[src/lsc_pkg.sv]
// Shared types and constants of the LRU sector cache directory.
package lsc_pkg;

  localparam int SlotsDefault = 128;
  localparam int SectorW      = 32;
  localparam int ActionW      = 2;
  localparam int SlotW        = 7;

  localparam logic [ActionW-1:0] ActRead  = 2'd0;
  localparam logic [ActionW-1:0] ActWrite = 2'd1;
  localparam logic [ActionW-1:0] ActDrain = 2'd2;

  // Commands from the controller to the datapath.
  typedef struct packed {
    logic capture;
    logic issue;
    logic scan;
    logic decide;
    logic update;
    logic commit;
    logic respond;
  } ctrl_cmd_t;

  // Status from the datapath to the controller.
  typedef struct packed {
    logic nop;
    logic drain;
    logic issue_last;
    logic out_free;
  } dpath_sts_t;

  typedef struct packed {
    logic               hit;
    logic [SlotW-1:0]   slot;
    logic               fetch_needed;
    logic               writeback_valid;
    logic [SectorW-1:0] writeback_sector;
    logic               was_empty;
  } rsp_t;

endpackage

[src/lsc_ctrl.sv]
// Sequencer of the directory: scan pass, decision, rank update pass, response.
module lsc_ctrl (
  input  logic                clk_i,
  input  logic                rst_ni,
  input  logic                req_valid_i,
  output logic                req_ready_o,
  input  lsc_pkg::dpath_sts_t sts_i,
  output lsc_pkg::ctrl_cmd_t  cmd_o
);

  localparam logic [2:0] StIdle    = 3'd0;
  localparam logic [2:0] StScan    = 3'd1;
  localparam logic [2:0] StScanEnd = 3'd2;
  localparam logic [2:0] StDecide  = 3'd3;
  localparam logic [2:0] StUpdate  = 3'd4;
  localparam logic [2:0] StUpdEnd  = 3'd5;
  localparam logic [2:0] StCommit  = 3'd6;
  localparam logic [2:0] StResp    = 3'd7;

  logic [2:0] state_q, state_d;

  assign req_ready_o = (state_q == StIdle);

  always_comb begin
    state_d = state_q;
    cmd_o   = '0;
    case (state_q)
      StIdle: begin
        cmd_o.capture = req_valid_i;
        if (req_valid_i) state_d = StScan;
      end
      StScan: begin
        if (sts_i.nop) begin
          state_d = StIdle;
        end else begin
          cmd_o.issue = 1'b1;
          cmd_o.scan  = 1'b1;
          if (sts_i.issue_last) state_d = StScanEnd;
        end
      end
      StScanEnd: begin
        cmd_o.scan = 1'b1;
        state_d    = StDecide;
      end
      StDecide: begin
        cmd_o.decide = 1'b1;
        state_d      = sts_i.drain ? StResp : StUpdate;
      end
      StUpdate: begin
        cmd_o.issue  = 1'b1;
        cmd_o.update = 1'b1;
        if (sts_i.issue_last) state_d = StUpdEnd;
      end
      StUpdEnd: begin
        cmd_o.update = 1'b1;
        state_d      = StCommit;
      end
      StCommit: begin
        cmd_o.commit = 1'b1;
        state_d      = StResp;
      end
      StResp: begin
        if (sts_i.out_free) begin
          cmd_o.respond = 1'b1;
          state_d       = StIdle;
        end
      end
      default: state_d = StIdle;
    endcase
  end

  always_ff @(posedge clk_i or negedge rst_ni) begin
    if (!rst_ni) begin
      state_q <= StIdle;
    end else begin
      state_q <= state_d;
    end
  end

endmodule

[config.mk]
export PLATFORM = sky130hd
export DESIGN_NAME = lsc_ctrl
export DESIGN_NICKNAME = d
export VERILOG_FILES = /design/src/lsc_pkg.sv /design/src/lsc_ctrl.sv
export SDC_FILE = /design/constraint.sdc
export NUM_CORES = 1
export LEC_CHECK = 0
export BUFFER_PORTS_ARGS = -buffer_cell sky130_fd_sc_hd__clkbuf_2
export CAP_MARGIN = 20
export CORE_AREA = 3 3 40 42
export CTS_CLUSTER_SIZE = 28
export DETAILED_ROUTE_END_ITERATION = 8
export DIE_AREA = 0 0 43 45
export PLACE_DENSITY = 0.46
export SYNTH_ARGS = -nofsm -noshare
export SYNTH_HDL_FRONTEND = slang
export SYNTH_SLANG_ARGS = --single-unit
[constraint.sdc]
create_clock -name clk_i -period 1.3 [get_ports clk_i]
set_clock_uncertainty 0.05 [all_clocks]
set_input_delay 0.26 -clock clk_i [delete_from_list [all_inputs] [get_ports clk_i]]
set_output_delay 0.26 -clock clk_i [all_outputs]
set_load 0.005 [all_outputs]
# Yosys cells after proc, flatten, opt, wreduce, memory -nomap -nowiden
# Cells that the tools add are included.
# totals
ff_bits	3
latchBits	0
ramBits	0
romBits	0
in_bits	7
output_inout_bits	8
elab_cells	31
memories	0
# classes
addsub	0
mul	0
div	0
n_lt_le_gt_ge	0
eq_ne	11
shifts	0
mux	16
bitwise_logic	0
n_reduce_logical	3
# op_table
cell	count
$pmux W3 S8	1
$mux W3	5
$eq A3 B3 Y1 const B	4
$eq A3 B2 Y1 const B	2
$mux W1	6
$ne A2 B2 Y1 const B	3
$mux W2	2
$pmux W1 S2	2
$reduce_and A4 Y1	1
$eq A3 B1 Y1 const B	1
$logic_not A3 Y1	1
$ne A3 B3 Y1 const B	1
$reduce_or A2 Y1	1

# Logic depth before layout (Yosys ltp)
# Gate-level depths: netlist of run 1.
# logic_depth
word_depth	3
mapped_depth	4

# Least setup slack after synthesis of run 1
# Ideal clock, no wire load.
# synth_timing
kind	reg2out
from	register state_q[1]
to	output cmd_o[4] (netlist bit)
t_arrival_ns	0.957
required_ns	0.990
setup_slack_ns	0.033
stages_incl_launch_ff	3
cell_sequence	dfrtp_1 > or3b_1 > a21oi_1
# synth_rtl
item	line_no	source
start, declared	lsc_ctrl.sv:20	logic [2:0] state_q, state_d;
start signal, assigned	lsc_ctrl.sv:74	state_q <= StIdle;
start signal, assigned	lsc_ctrl.sv:76	state_q <= state_d;
end, declared	lsc_ctrl.sv:8	output lsc_pkg::ctrl_cmd_t cmd_o

==> results of run 1 <==
==> power by group <==
group	internal [mW]	switching, mW
Clock	0.115	0.0470
Sequential	0.141	0.0598
Combinational	0.400	0.313
Total	0.656	0.420
==> layout by cell type, fill, tap and decap left out, types with 2 or more instances in the layout <==
cell and instances:
buf_2 2, buf_4 7, buf_6 3, clkbuf_2 12
clkbuf_4 3, dfrtp_1 2, mux2i_1 2, nor2_1 4
nor2_2 2
==> worst paths after layout <==
path / to / slack, ns / cells past startpoint
worst min-delay path: state_q[0] / 0.31 / 2
worst max register to register: state_q[0] / -0.04 / 4
worst min register to register: state_q[1] / 0.64 / 2
max in group asynchronous: state_q[2] / 0.77 / 2
min in group clk_i: state_q[1] / 0.35 / 3
worst max-delay path: cmd_o[4] / -0.20 / 3
==> cells by family (layout without fill, tap and decap cells) <==
group,after synthesis,after routing,synth area share [%]
compound gates,6,6,18.5
buf+inv,3,30,9.52
flops,3,3,31.7
mux,2,2,8.47
simple gates,15,15,31.7
==> layout make-up <==
cell class                      count  area share, %
Tap cell                           15           3.96
Clock buffer                        4           5.54
Timing Repair Buffer               25           35.1
Inverter                            1          0.792
Sequential cell                     3           16.1
Multi-Input combinational cell     23           38.5
==> timing repair <==
| item | 4_1_cts | 5_1_grt |
|---|---|---|
| setup endpoints to repair | 8 | 9 |
| endpoints found under the hold margin | 3 | 0 |
| pin swaps | 4 | 2 |
| cloned | 0 | 0 |
| hold buffers | 1 | 0 |
| setup buffers | 4 | 1 |
| resized for setup | 9 | 8 |
==> per-stage QoR <==
| stage | cells | power [mW] | area, um2 |
|---|---|---|---|
| finish | 71 | 1.08 | 474 |
| global route | 71 | 1.17 | 474 |
| floorplan | 29 | 0.484 | 236 |
| detailed placement | 61 | 0.669 | 344 |
| CTS | 70 | 1.01 | 447 |
| global placement | 61 | 0.677 | 344 |
==> cells in the mapped netlist <==
library cell / n
a21boi_0: 1
a21oi_1: 2
and2_1: 1
buf_4: 1
buf_6: 1
dfrtp_1: 3
inv_1: 1
mux2i_1: 2
nand2_1: 2
nand2b_1: 2
nor2_1: 7
nor3_1: 1
nor4b_1: 1
o21a_1: 1
o22a_1: 1
o32a_1: 1
or3b_1: 1
==> layer usage <==
layer  vias to the layer above  GRT usage, %  part of all wire [%]
met5                         -             0                     0
met4                         0          5.42                     0
met3                         0          2.39                   4.5
met2                         4          14.1                    59
met1                       146          8.74                    36
li1                        155             -                     -
==> results.cfg, run 1 <==
[sta]
finalMaxSlewViolations = 0
hold_slack_ns = 0.306
worst_pin_slew_ns = 0.208
fin_ws_ns = -0.203
fin_crit_ns = 1.50
finalHoldViolCount = 0
max_clock_freq_ghz = 0.665
max_slew_margin_pct = 86.1
grt_setup_unrepaired = yes
period_share_pct = 116
tns_ns = -0.788
setup_viol = 9

[routing]
drc_errors = 0
first_pass_iters = 4
drt_wl_total_um = 764
vias = 305
via_per_inst = 4.30
wl_per_cell_um = 10.8
dr.first_iter.drc_count = 3
antenna_left = 0

[layout]
finalCoreUtilization_pct = 36.9
regArea_um2 = 76.3
diodes = 0
num-nets-final = 64
area_growth_pct = 101
drive_gt1_share_pct = 66.1
top_regs = state_q x3
largest_register_ffs = 3
num-fill-cells = 137
top_register = state_q
multi_input_area_um2 = 183

[hold_path]
hold_class = in2async

[cts]
htreeDepth = 1
ctsRootBufferMaster = clkbuf_4
cts.clk_slew.worst_paths_ns = 0.04
cts-buffers-inserted = 3
clk_path_buf_depth = 2
cts.sinks = 3
clk-insertion-delay-late_ns = 0.23
cts_tree = done

[setup_path]
crit_path_start = state_q[1]
path_class = reg2out
start_kind = flip-flop
path_buf_inv = 1
cp_cell_sequence = or3b_1, a21oi_2, buf_2
max_stage_delay_ns = 0.37
path_delay_family = flip-flops
cpMaxStageDelayCell = dfrtp_1
critPathMaxFanout = 2
worst_setup_path_end_kind = output port
cp.required_ns = 0.99
r2r_start = state_q[2]
cp.arrival_ns = 1.19

[yosys]
synth_area_um2 = 236
synth_top_area_share_pct = 31.7
synth_nets = 36
syn_area_per_cell_um2 = 8.15
syn_inst = 29
yosysWarnings = 0
synth_seq_area_share_pct = 31.7
yosys-top-cells-area = dfrtp_1 32%, nor2_1 11%, mux2i_1 8.5%, nand2b_1 5.3%, buf_6 4.8%
synth_seq_cells = 3
ys_types = 17
synth_top_area_cell = dfrtp_1

[floorplan]
die-area_um2 = 1940
fp-row-count = 13
dieWidth_um = 43
coreArea_um2 = 1280
initial_core_util_pct = 18.4
die_y_um = 45
io_pins = 15

[power_and_ir_drop]
powerDensity_nw_per_um2 = 2270
p_leak_nw = 0.243
vdd_ir_drop_max_uv = 627

[placement]
pre_cts_ws_ns = -0.0185
port_buffers = 14
gp_congestion = 0.767
dp_hpwl_um = 526

[job]
maxCapViolCount = 0

[global_route]
grt_pass1_vias = 289
grt_pass1_wl_mm = 1.15
antenna_found_initial = 0
grt_max_degree = 8
grt_usage_pct = 8.18
grt_overflow = 0

[run_status]
outcome = complete, but fails checks
violations = negative setup slack
(Power assumes the default switching activity.)
==> run 2: changes to the inputs <==
--- a/config.mk
+++ b/config.mk
@@ -5,13 +5,15 @@
 export SDC_FILE = /design/constraint.sdc
 export NUM_CORES = 1
 export LEC_CHECK = 0
+export ABC_AREA = 1
 export BUFFER_PORTS_ARGS = -buffer_cell sky130_fd_sc_hd__clkbuf_2
 export CAP_MARGIN = 20
 export CORE_AREA = 3 3 40 42
 export CTS_CLUSTER_SIZE = 28
 export DETAILED_ROUTE_END_ITERATION = 8
 export DIE_AREA = 0 0 43 45
-export PLACE_DENSITY = 0.46
+export PLACE_DENSITY = 0.52
+export SKIP_CTS_REPAIR_TIMING = 1
 export SYNTH_ARGS = -nofsm -noshare
 export SYNTH_HDL_FRONTEND = slang
 export SYNTH_SLANG_ARGS = --single-unit
==> run 2 against run 1 <==
The flow still finishes with violations (negative setup slack). Flip-flop and latch count did not move. Register-to-register slack improved by 0.08 ns. Worst setup slack better by 0.072 ns. Power rose by 22%. Highest routed layer is now met4. Critical endpoint is now cmd_o[6]. Worst hold slack got worse by 0.0097 ns. Die area did not move. Clock power is 7% higher. Critical path depth is 1 higher. Non-clock buffer count fell by 2. Routed wire length up 30%.
==> results.cfg, run 2 <==
[routing]
vias = 416
wl_per_cell_um = 10.8
dr.first_iter.drc_count = 3
antenna_left = 0
drt_wl_total_um = 990
via_per_inst = 4.52
drc_errors = 0
first_pass_iters = 4

[yosys]
synth_edf_count = 0
synth_top_flop_cell = dfrtp_1
synth_area_um2 = 314
synth_seq_cells = 3
yosys-top-cells-area = dfrtp_1 24%, nand3_1 16%, nand2_1 14%, inv_1 9.6%, nand2_2 6.0%
syn_inst = 52
synth.most_common_cell = nand2_1
syn_area_per_cell_um2 = 6.04
ys_types = 15
yosysWarnings = 0
synth_common_cells = 12 x nand2_1, 10 x nand3_1, 8 x inv_1
synth_seq_area_share_pct = 23.9
synth_top_area_cell = dfrtp_1
synth_nets = 59
ys_async_sr_fraction_pct = 100
synth_top_area_share_pct = 23.9

[layout]
postLayoutCellArea_um2 = 541
top_regs = state_q x3
layout_commonest_cell = clkbuf_2
drive_gt1_share_pct = 57.1
instances_no_fill = 92
finalCoreUtilization_pct = 42.1
layout_common_cells = 11 x clkbuf_2, 10 x nand2_1, 8 x buf_4
diodes = 0
largest_register_ffs = 3
num-nets-final = 85
top_register = state_q
area_growth_pct = 72.1

[sta]
period_share_pct = 110
grt_setup_unrepaired = yes
setup_viol = 8
fin_ws_ns = -0.131
max_clock_freq_ghz = 0.699
worst_pin_slew_ns = 0.175
finalMaxSlewViolations = 0
fin_crit_ns = 1.43
finalHoldViolCount = 0
max_slew_margin_pct = 88.2

[setup_path]
cp.arrival_ns = 1.12
rr_endpoint = state_q[1]
r2r_start = state_q[1]
critPathMaxFanout = 6
reg2regPathDepth = 7
r2r_setup_slack_ns = 0.04
worst_setup_path_end_kind = output port
path_class = reg2out
start_kind = flip-flop
cp.required_ns = 0.99

[power_and_ir_drop]
vdd_ir_drop_max_uv = 1080
swShare_pct = 47.9
sequentialPowerShare_pct = 18.5
comb_power_share_pct = 68.3
powerDensity_nw_per_um2 = 2420
p_leak_nw = 0.336
totalPowerFinal_mw = 1.31
p_int_uw = 683
clkPwrFrac_pct = 13.2
p_sw_uw = 627

[floorplan]
dieWidth_um = 43
io_pins = 15
coreArea_um2 = 1280
die_y_um = 45
fp-row-count = 13
initial_core_util_pct = 24.4
die-area_um2 = 1940

[cts]
cts-buffers-inserted = 3
clk-insertion-delay-late_ns = 0.24
cts.clk_slew.worst_paths_ns = 0.04
cts_tree = done
htreeDepth = 1
ctsRootBufferMaster = clkbuf_4
cts.sinks = 3
clk_path_buf_depth = 2

[global_route]
grt_pass1_vias = 330
grt_usage_pct = 9.77
grt_overflow = 0
antenna_found_initial = 0
grt_max_degree = 9
grt_pass1_wl_mm = 1.37

[hold_path]
hold_class = in2async

[run_status]
outcome = complete, but fails checks
violations = negative setup slack

[placement]
pre_cts_ws_ns = 0.0242
port_buffers = 14
gp_congestion = 0.838
dp_hpwl_um = 668
place_area_um2 = 409
placedCellCount = 82

[job]
maxCapViolCount = 0
run 2: cell families after synthesis:
group           after synthesis  share of synthesized area [%]
simple gates                 33                           51.4
buf+inv                      13                           18.3
flops                         3                           23.9
compound gates                3                           6.37
run 2: worst max-delay path by stage:
stage | from | end | slack, ns | cells after the start
after floorplan | state_q[0] | cmd_o[0] | 0.17 | 2
after global placement | state_q[2] | cmd_o[0] | 0.01 | 3
after detailed placement | state_q[1] | cmd_o[0] | 0.02 | 3
after CTS | state_q[1] | cmd_o[0] | -0.24 | 3
after global routing | state_q[0] | cmd_o[5] | -0.20 | 5
final | state_q[1] | cmd_o[6] | -0.13 | 4
run 2: layer usage:
layer | track usage [%] | up-vias | part of all wire [%]
li1 | - | 213 | -
met2 | 15.0 | 19 | 47
met4 | 4.22 | 0 | 2.1
met1 | 11.4 | 180 | 42
met3 | 5.18 | 4 | 8.6
met5 | 0 | - | 0
run 2: critical path: stages (launching register included):
cell and delay [ns]:
dfrtp_2 0.46, nor2_4 0.16, nand2_2 0.07, nor2_1 0.08
buf_2 0.11
run 2: power by group through the flow:
stage	logic, mW	registers (mW)	clock network (mW)
detailed placement	0.643	0.212	0
finish	0.895	0.242	0.173
global route	0.980	0.246	0.182
CTS	0.639	0.217	0.177
global placement	0.648	0.218	0
floorplan	0.473	0.173	0
run 2: per-stage QoR:
step | hold slack, ns | TNS (ns)
floorplan | -0.0856 | 0
global placement | 0.0123 | 0
detailed placement | 0.0107 | 0
CTS | -0.243 | -1.39
global route | 0.327 | -1.26
finish | 0.297 | -0.864
run 2: area by class of cell:
| class | instances | area [um2] |
|---|---|---|
| Fill cell | 143 | 744 |
| Multi-Input combinational cell | 36 | 230 |
| Timing Repair Buffer | 23 | 140 |
| Sequential cell | 3 | 78.8 |
| Inverter | 11 | 46.3 |
| Clock buffer | 4 | 26.3 |
| Tap cell | 15 | 18.8 |
==> run 3: changes to the inputs <==
--- a/config.mk
+++ b/config.mk
@@ -12,7 +12,7 @@
 export CTS_CLUSTER_SIZE = 28
 export DETAILED_ROUTE_END_ITERATION = 8
 export DIE_AREA = 0 0 43 45
-export PLACE_DENSITY = 0.52
+export PLACE_DENSITY = 0.57
 export SKIP_CTS_REPAIR_TIMING = 1
 export SYNTH_ARGS = -nofsm -noshare
 export SYNTH_HDL_FRONTEND = slang
==> run 3 against run 2 <==
The flow still finishes with violations (negative setup slack). Largest power group unchanged. Routed wire length shrank 6.4%. Worst hold slack lost 0.0058 ns. Fmax shrank 5.1%. First-iteration DRC count is 100% lower. Clock-buffer cell count unchanged. Power shrank 4.4%. Combinational power fell by 5.7%. Sequential share of layout area is 0.39 points higher.
==> results.cfg, run 3 (synthesis gave the netlist of run 2 again) <==
[setup_path]
reg2regPathDepth = 7
path_delay_family = flip-flops
cp_cell_sequence = inv_2, nor4_1, clkbuf_2
crit_path_start = state_q[0]
path_buf_inv = 2
rr_endpoint = state_q[2]
worst_setup_path_end_kind = output port
start_kind = flip-flop
max_stage_delay_ns = 0.42
cp.required_ns = 0.99
cp.arrival_ns = 1.20
path_class = reg2out
cpMaxStageDelayCell = dfrtp_1
critPathMaxFanout = 5
r2r_setup_slack_ns = 0.05
r2r_start = state_q[1]

[global_route]
grt_max_degree = 7
antenna_found_initial = 0
grt_usage_pct = 10.2
grt_pass1_wl_mm = 1.37
grt_overflow = 0
grt_pass1_vias = 354

[routing]
wl_per_cell_um = 10.2
first_pass_iters = 1
dr.first_iter.drc_count = 0
antenna_left = 0
top_layer = met4
wl_met3_um = 39
drt_wl_total_um = 927
routed-wl-met2_um = 500
vias = 394
wl_met1_um = 354
via_per_inst = 4.33
drc_errors = 0

[sta]
finalHoldViolCount = 0
fin_crit_ns = 1.51
setup_viol = 8
grt_setup_unrepaired = yes
fin_ws_ns = -0.208
finalMaxSlewViolations = 0
worst_pin_slew_ns = 0.212
tns_ns = -1.09
max_slew_margin_pct = 85.7
max_clock_freq_ghz = 0.663
period_share_pct = 116

[layout]
top_register = state_q
largest_register_ffs = 3
drive_gt1_share_pct = 55.3
postLayoutCellArea_um2 = 518
layout_common_cells = 11 x clkbuf_2, 9 x nand2_1, 8 x nand3_1
area_growth_pct = 64.9
num-nets-final = 84
top_regs = state_q x3
layout_commonest_cell = clkbuf_2
diodes = 0

[placement]
place_area_um2 = 417
gp_congestion = 0.812
port_buffers = 14
dp_hpwl_um = 679

[cts]
clk_path_buf_depth = 2
htreeDepth = 1
clk-insertion-delay-late_ns = 0.25
cts-buffers-inserted = 3
cts.clk_slew.worst_paths_ns = 0.04
ctsRootBufferMaster = clkbuf_4
cts.sinks = 3
cts_tree = done

[power_and_ir_drop]
vdd_ir_drop_max_uv = 898
powerDensity_nw_per_um2 = 2420
p_leak_nw = 0.316

[floorplan]
io_pins = 15
initial_core_util_pct = 24.4
fp-row-count = 13
die_y_um = 45
die-area_um2 = 1940
dieWidth_um = 43
coreArea_um2 = 1280

[run_status]
outcome = complete, but fails checks
violations = negative setup slack

[hold_path]
hold_class = in2async

[job]
maxCapViolCount = 0
[run 3: cell count changes in the layout (fill, tap and decap cells not counted), sizes merged]
cell | before | now
buf | 11 | 10
[run 3: final cells by class]
type,instances,area [um2]
fillers,147,767
multi-input cells,36,204
repair buffers,22,150
flip-flops and latches,3,77.6
inverters,11,41.3
clock buffers,4,26.3
well taps,15,18.8
[run 3: metrics by stage]
stage                     power (mW)  util [%]  cells  worst slack, ns  hold slack (ns)
after floorplan                0.646         -     52            0.172          -0.0856
after global placement         0.869      32.4     83           0.0470           0.0117
after detailed placement       0.871      32.4     83           0.0373           0.0120
after CTS                       1.05      34.5     87           -0.232           -0.250
after global routing            1.36      40.3     91           -0.255            0.300
final                           1.25      40.3     91           -0.208            0.291
[run 3: worst max path at each step]
stage | cells after the start | to | slack (ns)
2_1_floorplan | 2 | cmd_o[0] | 0.17
3_3_place_gp | 3 | cmd_o[0] | 0.05
3_5_place_dp | 3 | cmd_o[0] | 0.04
4_1_cts | 3 | cmd_o[0] | -0.23
5_1_grt | 3 | cmd_o[0] | -0.25
6_report | 3 | cmd_o[0] | -0.21
[run 3: worst register-to-register path: stages, from the launching register on]
cell     delay (ns)
dfrtp_2        0.47
nor2_4         0.17
buf_6          0.12
nand3_2        0.05
nand2_2        0.09
inv_2          0.05
nand3_1        0.08
nand2_1        0.05
[run 3: metal layers]
| layer | vias to the layer above | global-route usage (%) |
|---|---|---|
| met3 | 3 | 1.99 |
| met4 | 0 | 12.7 |
| li1 | 211 | - |
| met2 | 11 | 16.2 |
| met5 | - | 0 |
| met1 | 169 | 10.1 |
[run 3: report_power, final]
group	switching [mW]	internal (mW)	total, mW
clock network	0.0588	0.116	0.174
logic	0.426	0.418	0.844
registers	0.0878	0.146	0.234
